===== config.mk =====
export PLATFORM = sky130hd
export DESIGN_NAME = rsi_ctrl
export DESIGN_NICKNAME = d
export VERILOG_FILES = /design/src/rtl/core/rsi_pkg.sv /design/src/rtl/core/rsi_ctrl.sv
export SDC_FILE = /design/constraint.sdc
export NUM_CORES = 1
export LEC_CHECK = 0
export BUFFER_PORTS_ARGS = -buffer_cell sky130_fd_sc_hd__buf_2
export CAP_MARGIN = 20
export CORE_AREA = 4 4 41 43
export DETAILED_ROUTE_END_ITERATION = 8
export DIE_AREA = 0 0 45 47
export PLACE_DENSITY = 0.45
export SYNTH_ARGS = -nofsm -noshare
export SYNTH_HDL_FRONTEND = slang
export SYNTH_SLANG_ARGS = --single-unit

===== constraint.sdc =====
create_clock -name clk -period 1.4 [get_ports clk]
set_input_delay 0.21 -clock clk [delete_from_list [all_inputs] [get_ports clk]]
set_output_delay 0.21 -clock clk [all_outputs]
set_load 0.05 [all_outputs]

===== src/rtl/core/rsi_pkg.sv =====
// Package for the row shear interpolator: field widths, codes and the
// command bundle from the controller to the datapath.
// No dependencies.

package rsi_pkg;

	// fixed field widths
	localparam int FUNC_W     = 1;
	localparam int COLUMN_W   = 12;
	localparam int ROW_W      = 12;
	localparam int PIX_W      = 8;
	localparam int COEFF_W    = 18;
	localparam int RWIDTH_W   = 13;
	localparam int CFG_IDX_W  = 1;
	localparam int CFG_DATA_W = 18;

	// register indexes on the configuration port
	localparam logic [CFG_IDX_W-1:0] REG_SHEAR_COEFF = 1'b0;
	localparam logic [CFG_IDX_W-1:0] REG_ROW_WIDTH   = 1'b1;

	// reset values of the registers
	localparam logic signed [COEFF_W-1:0] SHEAR_COEFF_RST = '0;
	localparam logic [RWIDTH_W-1:0]       ROW_WIDTH_RST   = 13'd4096;

	// item function codes
	localparam logic [FUNC_W-1:0] FUNC_STORE   = 1'b0;
	localparam logic [FUNC_W-1:0] FUNC_PRODUCE = 1'b1;

	// pixel value reported for a source position off the row
	localparam logic [PIX_W-1:0] PIX_OUTSIDE = 8'd255;

	// smallest usable row width
	localparam int MIN_ROW_WIDTH = 2;

	// controller to datapath commands
	typedef struct packed {
		logic store_wr;  // write pixel_in into the row store
		logic prod_ld;   // capture column and row*coeff
		logic pos_calc;  // form source position and range check
		logic rd_lo;     // read left neighbor x0
		logic rd_hi;     // read right neighbor x0+1, keep left
		logic out_ld;    // load the result register
	} rsi_cmd_t;

endpackage


===== src/rtl/core/rsi_ctrl.sv =====
// Controller of the row shear interpolator: item sequencing and result valid.
// Depends on rsi_pkg.

module rsi_ctrl import rsi_pkg::*; (
	input  logic              clk,
	input  logic              arst_n,
	input  logic              in_valid,
	input  logic [FUNC_W-1:0] in_func,
	output logic              in_ready,
	output logic              out_valid,
	input  logic              out_ready,
	output rsi_cmd_t          cmd
);

	typedef enum logic [4:0] {
		ST_IDLE = 5'b00001,
		ST_POS  = 5'b00010,
		ST_RD0  = 5'b00100,
		ST_RD1  = 5'b01000,
		ST_FIN  = 5'b10000
	} state_t;

	state_t state_q, state_d;
	logic   ovalid_q;
	logic   in_beat;
	logic   out_free;

	assign in_ready  = (state_q == ST_IDLE);
	assign in_beat   = in_valid && in_ready;
	assign out_free  = !ovalid_q || out_ready;
	assign out_valid = ovalid_q;

	// next state and commands
	always_comb begin
		state_d      = state_q;
		cmd          = '0;
		cmd.store_wr = in_beat && (in_func == FUNC_STORE);
		cmd.prod_ld  = in_beat && (in_func == FUNC_PRODUCE);
		unique case (state_q)
			ST_IDLE: begin
				if (cmd.prod_ld) begin
					state_d = ST_POS;
				end
			end
			ST_POS: begin
				cmd.pos_calc = 1'b1;
				state_d      = ST_RD0;
			end
			ST_RD0: begin
				cmd.rd_lo = 1'b1;
				state_d   = ST_RD1;
			end
			ST_RD1: begin
				cmd.rd_hi = 1'b1;
				state_d   = ST_FIN;
			end
			ST_FIN: begin
				if (out_free) begin
					cmd.out_ld = 1'b1;
					state_d    = ST_IDLE;
				end
			end
			default: begin
				state_d = ST_IDLE;
			end
		endcase
	end

	// state register
	always_ff @(posedge clk or negedge arst_n) begin
		if (!arst_n) begin
			state_q <= ST_IDLE;
		end else begin
			state_q <= state_d;
		end
	end

	// result valid, set on load and cleared when the beat is taken
	always_ff @(posedge clk or negedge arst_n) begin
		if (!arst_n) begin
			ovalid_q <= 1'b0;
		end else if (cmd.out_ld) begin
			ovalid_q <= 1'b1;
		end else if (out_ready) begin
			ovalid_q <= 1'b0;
		end
	end

endmodule


; ---- Word level (Yosys, flattened, before mapping)
; Cells that the tools add are included.
[totals]
n_memories = 0
reg_bits = 6
in_bits = 5
mem_bits_rw = 0
latch_bits = 0
wordCells = 27
romBits = 0
[op_classes]
eq_ne = 7
bitwise = 1
reduce_logical = 7
n_mul = 0
n_shift = 0
n_div = 0
muxes = 10
order_cmp = 0
add_sub_neg = 0
[op_table]
columns = op, n
row1 = case mux 5 bit (5 select lines), 1
row2 = 2-to-1 mux 5 bit, 2
row3 = 2-to-1 mux 1 bit, 7
row4 = "equality test 5 x 1 -> 1 bit, second input constant", 1
row5 = "equality test 5 x 2 -> 1 bit, second input constant", 1
row6 = "equality test 5 x 3 -> 1 bit, second input constant", 1
row7 = "equality test 5 x 4 -> 1 bit, second input constant", 1
row8 = "equality test 5 bit, second input constant", 1
row9 = logical AND 1 bit, 3
row10 = "!= test 2 x 1 -> 1 bit, second input constant", 1
row11 = "!= test 2 bit, second input constant", 1
row12 = AND reduction 2 bit, 1
row13 = nonzero test 2 bit, 1
row14 = zero test 1 bit, 1
row15 = logical OR 1 bit, 1
row16 = NOT 1 bit, 1

; ---- Logic depth before layout (Yosys ltp)
; Gate-level depths: netlist of the first run.
[logic_depth]
word_depth = 5
ltp_mapped = 3
ltp_nobuf = 3

; ---- Worst setup path before layout of the first run
; OpenSTA, ideal clock, no wires.
[synth_path]
path_kind = reg-to-output
start = register state_q[0]
end = output cmd[5] in the netlist's numbering
slack_ns = -0.265
path_stages_with_launch = 4
required_time_ns = 1.190
path_buffers = 0
arrival_ns = 1.455
path_cell_list = dfstp_2 nor3b_2 nand3_1 nor2_1
[synth_rtl]
columns = element, line
row1 = from (decl), rsi_ctrl.sv:23  ; state_t state_q, state_d;
row2 = from (signal assigned), rsi_ctrl.sv:74  ; state_q <= state_d;
row3 = to (decl), rsi_ctrl.sv:12  ; output rsi_cmd_t cmd

==> impl_metrics.yaml, run 1 <==
setup_path:
  crit-reg2reg-capture: "state_q[0]$_DFFE_PN1P_"
  crit_slowest_cell: "dfstp_2"
  reg2regPathDepth: 4
  crit_buf_inv: 2
  crit_arrival_ps: 1390
  critical_path.startpoint_type: "register"
  critical_path.top_delay_family: "flip-flops"
  worstSetupPathType: "register to primary output"
  worstPathRequired_ps: 1190
  cp-end-kind: "primary output"
  critPathMaxStageDelay_ps: 530
  rrSetupSlack_ps: 160
  cp_max_fo: 3
  reg2reg_from: "state_q[0]$_DFFE_PN1P_"
  crit_chain: "nor3b_4 -> nand4_1 -> inv_1 -> buf_6"
cells_and_area:
  multi_input_area_um2: 211
  antennaDiodeCount: 0
  regArea_um2: 154
  design_area_um2: 614
  final_nets: 64
  drive_gt1_share_pct: 70.7
  fillCellCount: 132
  syn_to_final_growth_pct: 85.3
  fin_cells: 73
route:
  wl_per_cell_um: 13.7
  drc: 0
  firstDrtPassIters: 2
  wl_mm: 1.00
  drt-vias-per-instance: 4.74
  vias: 346
  drtIter0Drc: 2
  ant_nets: 0
global_route:
  grt_pass1_wl_mm: 1.66
  first_global_vias: 390
  grt_use_total_pct: 11.4
  grt-ovfl-total: 0
  grt_max_degree: 8
  antenna_found_initial: 0
pwr:
  fin_total_pwr_w: 0.000531
  p_leak_nw: 0.313
  switchingPower_w: 0.000171
  powerDensity_nw_per_um2: 864
  ir_drop_mv: 0.427
  cellInternalPower_w: 0.000360
  power_frac_clock_pct: 35.7
  sw_frac_of_total_pct: 32.2
  combPwrFrac_pct: 28.3
  seq_power_share_pct: 36.0
placed_design:
  place_ws_ps: -38.5
  portBuffers: 12
  dp_hpwl_um: 627
  place_congestion: 0.665
  place_inst: 63
  place_area_um2: 455
clock_network:
  cts_tree: "built"
  cts-root-buf: "clkbuf_4"
  cts.clk_slew.worst_paths_ps: 60
  htree_levels: 1
  cts_buffers: 3
  clk_latency_ps: 250
  cts.sinks: 6
  cts.path.max_buffers: 2
yosys:
  synthTopCellsByArea: "dfrtp_1, dfstp_2, and4bb_2"
  synth_top_area_share_pct: 37.7
  synth_compound_area_share_pct: 3.77
  yosysTopAreaCell: "dfrtp_1"
  synthXorXnorAreaFrac_pct: 2.64
  synth_warnings: 0
  muxShareOfSynthArea_pct: 0
  synth_seq_cells: 6
  synth_top_family_by_area: "simple AND/OR/NAND/NOR gates"
  ys_seq_area_share_pct: 45.7
  synth_cell_types: 19
  synth-simple-area-share_pct: 43.4
  syn_inst: 32
  syn_avg_cell_area_um2: 10.4
  synth_nets: 37
  synth-adder-area-share_pct: 0
  syn_area_um2: 332
worst_hold_path:
  min_from: "out_ready"
  hp-class: "primary input to register"
  min_path_cells: 3
  hold_end: "out_valid$_DFFE_PN0P_"
outcome:
  status: "complete, but fails checks"
  violations: "negative setup slack"
floorplan:
  row_count: 13
  die_w_um: 45
  dieHeight_um: 47
  initial_core_util_pct: 25.5
  io_pins: 13
  fp.dieArea_um2: 2120
  core_um2: 1300
timing:
  finClkSkew_ps: 1.02
  rsz0062_at_grt: "yes"
  period_needed_ps: 1600
  slew_violations: 0
  worst_pin_slew_ps: 296
  hold_viol: 0
  worst_slack_ps: -200
  fmax_ghz: 0.625
  setup_violations: 7
  max_slew_margin_pct: 80.2
  finalCritPeriodShare_pct: 114
job:
  max-cap-violations: 0
-- Yosys cell counts --
master / instances
nor3b_2: 1
dfrtp_1: 5
o211ai_1: 1
inv_1: 2
xor2_1: 1
and4bb_2: 2
and4bb_1: 1
dfstp_2: 1
nor2_2: 2
and3_1: 1
nand4_1: 2
nor2b_1: 1
nor2_1: 3
nand2b_1: 2
nand3_1: 2
o21ai_0: 1
and3_2: 2
and2_2: 1
buf_4: 1
-- tightest hold or removal path, delay by kind of cell --
kind | cells | cell delay (ps)
buffers and inverters | 1 | 80
and+or+nand+nor | 2 | 220
-- worst max path at each step --
stage                           start      to  slack, ps  cells past startpoint
2_1_floorplan  state_q[0]$_DFFE_PN1P_  cmd[4]          5                      3
3_3_place_gp   state_q[0]$_DFFE_PN1P_  cmd[5]          9                      4
3_5_place_dp   state_q[0]$_DFFE_PN1P_  cmd[5]        -40                      4
4_1_cts        state_q[0]$_DFFE_PN1P_  cmd[4]       -200                      4
5_1_grt        state_q[0]$_DFFE_PN1P_  cmd[4]       -280                      4
6_report       state_q[0]$_DFFE_PN1P_  cmd[4]       -200                      4
-- routing by layer --
| layer | part of all wire [%] | track usage, % |
|---|---|---|
| met1 | 40 | 12.0 |
| met2 | 51 | 18.9 |
| met3 | 8.2 | 4.98 |
| met4 | 0 | 7.02 |
| met5 | 0 | 0 |
-- power groups by stage --
stage / Clock (W) / Combinational [W] / Sequential (W)
after global routing: 0.000202 / 0.000161 / 0.000192
after CTS: 0.000194 / 0.000142 / 0.000191
after global placement: 0 / 0.000108 / 0.000191
after detailed placement: 0 / 0.000110 / 0.000191
final: 0.000190 / 0.000150 / 0.000191
after floorplan: 0 / 0.0000736 / 0.000192
-- cells by family after synthesis --
family                    count (synthesis)
DFF                                       6
AOI/OAI and AO/OA                         2
buffers and inverters                     3
and+or+nand+nor                          20
xor gates and xnor gates                  1
-- through the flow --
step	utilization, %	setup TNS, ps	hold slack (ps)
2_1_floorplan	-	0	-85.6
3_5_place_dp	35.0	-58.6	49.7
3_3_place_gp	35.0	0	43.3
5_1_grt	47.2	-1370	293
4_1_cts	45.4	-971	282
6_report	47.2	-976	289
-- sequential cells by signal, indices dropped and copies added, names as in the netlist --
name / count
out_valid: 1
state_q: 5
-- layout make-up --
cell class,count,share of cell area (%)
multi-input cells,23,34.4
repair buffers,23,32.0
flip-flops and latches,6,25.1
clock buffers,4,4.28
well taps,15,3.05
inverters,2,1.22
-- placed cells by master (no fill, tap or decap), types with 2 or more instances in the layout --
| cell type | Yosys | layout |
|---|---|---|
| and3_2 | 2 | 2 |
| and4bb_2 | 2 | 2 |
| buf_2 | 0 | 5 |
| buf_4 | 1 | 10 |
| buf_6 | 0 | 5 |
| buf_8 | 0 | 2 |
| clkbuf_4 | 0 | 3 |
| dfrtp_1 | 5 | 3 |
| dfrtp_2 | 0 | 2 |
| inv_1 | 2 | 2 |
| nand2b_1 | 2 | 2 |
| nand3_2 | 0 | 2 |
| nand4_1 | 2 | 2 |
| nor2_4 | 0 | 4 |
-- what timing repair did --
item / in CTS / in global routing
hold buffers: 1 / 0
pin swaps: 5 / 2
setup endpoints to repair: 7 / 8
buffers inserted: 3 / 3
gates resized for setup: 22 / 2
hold endpoints to repair: 6 / 0
No activity file was read; power rests on OpenSTA's default activity.
==> inputs of run 2 (changes only) <==
- CELL_PAD_IN_SITES_DETAIL_PLACEMENT: unset -> 1
- CELL_PAD_IN_SITES_GLOBAL_PLACEMENT: unset -> 1
- PLACE_DENSITY: 0.45 -> 0.57
==> impl_metrics.yaml, run 2 (same netlist as run 1, synthesis figures left out) <==
outcome:
  status: "complete, but fails checks"
  violations: "negative setup slack"
timing:
  setup_violations: 7
  worst_slack_ps: -229
  fmax_ghz: 0.614
  slew_violations: 0
  period_needed_ps: 1630
  hold_viol: 0
  max_slew_margin_pct: 79.1
  finalCritPeriodShare_pct: 116
  rsz0062_at_grt: "yes"
  finalSetupTns_ps: -1130
  worst_pin_slew_ps: 313
  finClkSkew_ps: 4.43
setup_path:
  critical_path.startpoint_type: "register"
  crit_arrival_ps: 1420
  cp-end-kind: "primary output"
  cp-startpoint: "state_q[0]$_DFFE_PN1P_"
  worstSetupPathType: "register to primary output"
  reg2reg_from: "state_q[0]$_DFFE_PN1P_"
  worstPathRequired_ps: 1190
  cp_max_fo: 3
route:
  wl_per_cell_um: 15.7
  ant_nets: 0
  wl_mm: 1.08
  drtIter0Drc: 0
  firstDrtPassIters: 1
  drc: 0
  vias: 332
  drt-vias-per-instance: 4.81
cells_and_area:
  top_register: "state_q"
  fin_cells: 69
  antennaDiodeCount: 0
  final_nets: 60
  largest_reg_flops: 5
  drive_gt1_share_pct: 63.0
  design_area_um2: 566
  syn_to_final_growth_pct: 70.6
  final_cell_mix: "buf_6, buf_4, buf_2"
clock_network:
  cts.sinks: 6
  clk_latency_ps: 250
  cts.path.max_buffers: 2
  htree_levels: 1
  cts.clk_slew.worst_paths_ps: 50
  postCtsSetupRepairBufs: 0
  cts_tree: "built"
  cts-root-buf: "clkbuf_4"
  cts_buffers: 3
global_route:
  grt_pass1_wl_mm: 1.84
  first_global_vias: 388
  grt_use_total_pct: 12.9
  grt_max_degree: 8
  antenna_found_initial: 0
  grt-ovfl-total: 0
placed_design:
  portBuffers: 12
  place_inst: 64
  place_congestion: 0.757
  place_area_um2: 463
  dp_hpwl_um: 827
  place_ws_ps: -71.2
floorplan:
  fp.dieArea_um2: 2120
  initial_core_util_pct: 25.5
  core_um2: 1300
  die_w_um: 45
  row_count: 13
  io_pins: 13
  dieHeight_um: 47
pwr:
  ir_drop_mv: 0.341
  fin_total_pwr_w: 0.000512
  powerDensity_nw_per_um2: 906
  p_leak_nw: 0.290
job:
  max-cap-violations: 0
worst_hold_path:
  min_from: "out_ready"
  hp-class: "primary input to register"
[run 2: changes by cell type in the layout (fill, tap and decap cells not counted), sizes merged]
cell	previous run	this run
buf	22	18
[run 2: power breakdown]
part	switching, W	leakage, nW	internal, W
Clock	0.0000697	0.0150	0.000108
Combinational	0.0000834	0.197	0.0000615
Sequential	0.00000689	0.0779	0.000183
Total	0.000160	0.290	0.000353
[run 2: final cells by class]
cell class                 instances  area [um^2]
sequential                         6          153
multi-input combinational         23          198
fill                             154          736
tap                               15         18.8
timing repair buffer              19          163
clock buffer                       4         26.3
inverter                           2         7.51
[run 2: worst max-delay path, stage by stage, from the launching register on]
cell and delay, ps:
dfstp_2 530, nor3b_4 220, nand3_1 150, nor2_4 110, buf_6 160
[run 2: final timing paths]
check / end / cells after the start / slack, ps
worst max-delay path: cmd[5] / 4 / -230
worst min-delay path: out_valid$_DFFE_PN0P_ / 3 / 300
worst max register to register: state_q[0]$_DFFE_PN1P_ / 4 / 120
worst min register to register: state_q[4]$_DFFE_PN0P_ / 2 / 680
max in group asynchronous: state_q[0]$_DFFE_PN1P_ / 2 / 850
min in group asynchronous: state_q[2]$_DFFE_PN0P_ / 2 / 320
[run 2: what timing repair did]
item	4_1_cts	5_1_grt
gates resized for setup	20	0
hold buffers	1	0
setup endpoints to repair	7	7
endpoints found under the hold margin	6	0
pin swaps	1	0
[run 2: stage by stage]
| stage | util, % | hold slack [ps] |
|---|---|---|
| 2_1_floorplan | - | -85.6 |
| 3_3_place_gp | 35.6 | 41.6 |
| 3_5_place_dp | 35.6 | 48.8 |
| 4_1_cts | 43.5 | 298 |
| 5_1_grt | 43.5 | 324 |
| 6_report | 43.5 | 302 |
[run 2: layer usage]
metal	wire [um]	vias up	GRT usage, %
met4	5	0	8.77
met2	646	8	25.1
met5	0	-	0
met1	375	164	12.2
met3	56	2	2.30
li1	-	158	-
==> inputs of run 3 (changes only) <==
- CORE_AREA: 4 4 41 43 -> 2 2 39 41
- DIE_AREA: 0 0 45 47 -> 0 0 41 43
- REMOVE_ABC_BUFFERS: unset -> 1
==> impl_metrics.yaml, run 3 (same netlist as run 1, synthesis figures left out) <==
outcome:
  status: "complete, but fails checks"
  violations: "negative setup slack"
setup_path:
  worstSetupPathType: "register to primary output"
  reg2regPathDepth: 6
  rrSetupSlack_ps: 30
  reg2reg_from: "state_q[0]$_DFFE_PN1P_"
  crit_arrival_ps: 1410
  crit-reg2reg-capture: "state_q[4]$_DFFE_PN0P_"
  cp-end-kind: "primary output"
  cp_max_fo: 5
  critical_path.startpoint_type: "register"
  worstPathRequired_ps: 1190
cells_and_area:
  largest_reg_flops: 5
  syn_to_final_growth_pct: 79.2
  antennaDiodeCount: 0
  fillCellCount: 155
  final_nets: 61
  top_register: "state_q"
  fin_cells: 71
  final_cell_mix: "buf_6, buf_4, buf_2"
  drive_gt1_share_pct: 67.3
global_route:
  grt_use_total_pct: 13.4
  grt_max_degree: 8
  grt_pass1_wl_mm: 1.47
  first_global_vias: 338
  grt-ovfl-total: 0
  antenna_found_initial: 0
timing:
  period_needed_ps: 1620
  worst_slack_ps: -224
  finClkSkew_ps: 8.68
  worst_hold_slack_ps: 274
  finalCritPeriodShare_pct: 116
  max_slew_margin_pct: 83.8
  fmax_ghz: 0.616
  finalSetupTns_ps: -1230
  worst_pin_slew_ps: 245
  setup_violations: 7
  slew_violations: 0
  hold_viol: 0
  rsz0062_at_grt: "yes"
floorplan:
  core_um2: 1380
  initial_core_util_pct: 24.0
  dieHeight_um: 43
  die_w_um: 41
  io_pins: 13
  fp.dieArea_um2: 1760
  row_count: 14
clock_network:
  cts.path.max_buffers: 2
  cts.clk_slew.worst_paths_ps: 50
  htree_levels: 1
  cts.sinks: 6
  cts_tree: "built"
  clk_latency_ps: 250
  cts_buffers: 3
  cts-root-buf: "clkbuf_4"
pwr:
  sw_frac_of_total_pct: 30.3
  cellInternalPower_w: 0.000364
  seq_power_share_pct: 36.4
  ir_drop_mv: 0.401
  p_leak_nw: 0.298
  combPwrFrac_pct: 29.9
  power_frac_clock_pct: 33.7
  switchingPower_w: 0.000158
  powerDensity_nw_per_um2: 878
  fin_total_pwr_w: 0.000522
route:
  wl_per_cell_um: 12.4
  vias: 329
  ant_nets: 0
  wl_met1_um: 347
  drt-vias-per-instance: 4.63
  drtIter0Drc: 0
  drc: 0
  highest_layer: "met4"
  firstDrtPassIters: 1
  met2WireLength_um: 440
  wl_met3_um: 63
  wl_um: 882
placed_design:
  dp_hpwl_um: 661
  place_congestion: 0.739
  place_ws_ps: -28.2
  place_inst: 64
  portBuffers: 12
worst_hold_path:
  min_from: "out_ready"
  min_path_cells: 3
  hp-class: "primary input to register"
  hold_end: "out_valid$_DFFE_PN0P_"
job:
  max-cap-violations: 0
==> run 3: worst max path at each step <==
stage / endpoint / cells past startpoint / from / slack (ps)
finish: cmd[1] / 5 / state_q[0]$_DFFE_PN1P_ / -220
global route: cmd[4] / 4 / state_q[0]$_DFFE_PN1P_ / -290
CTS: cmd[5] / 4 / state_q[0]$_DFFE_PN1P_ / -220
detailed placement: cmd[4] / 4 / state_q[0]$_DFFE_PN1P_ / -30
global placement: cmd[4] / 4 / state_q[0]$_DFFE_PN1P_ / 50
floorplan: cmd[5] / 3 / state_q[0]$_DFFE_PN1P_ / -270
==> run 3: area by class of cell <==
type	instances	area, um^2	area share (%)
clock buffer	4	26.3	4.42
inverter	2	7.51	1.26
multi-input combinational	23	210	35.4
sequential	6	153	25.7
tap	16	20.0	3.37
timing repair buffer	20	178	29.9
==> run 3: critical path, stage by stage (launching register included) <==
cell,delay (ps)
dfstp_2,530
buf_4,110
buf_6,100
nor2_4,40
and4bb_1,230
buf_6,160
==> run 3: power groups by stage <==
stage | logic (W) | registers (W) | clock network [W]
floorplan | 0.0000702 | 0.000192 | 0
global placement | 0.000109 | 0.000190 | 0
detailed placement | 0.000112 | 0.000191 | 0
CTS | 0.000137 | 0.000190 | 0.000186
global route | 0.000169 | 0.000191 | 0.000197
finish | 0.000156 | 0.000190 | 0.000176
==> run 3: layer usage <==
layer / global-route usage [%] / vias to the layer above
li1: - / 164
met1: 14.4 / 150
met2: 17.8 / 11
met3: 7.33 / 4
met4: 12.0 / 0
met5: 0 / -
==> run 3: timing repair <==
| item | 4_1_cts | 5_1_grt |
|---|---|---|
| resized for setup | 17 | 11 |
| endpoints found under the setup margin | 7 | 7 |
| buffers inserted | 0 | 2 |
| pin swaps | 1 | 4 |
| endpoints found under the hold margin | 6 | 0 |
| hold buffers | 1 | 0 |
==> run 3: per-stage QoR <==
stage	util [%]	cell area (um^2)
after floorplan	-	324
after global placement	31.9	442
after detailed placement	31.9	442
after CTS	38.9	538
after global routing	42.9	594
final	42.9	594
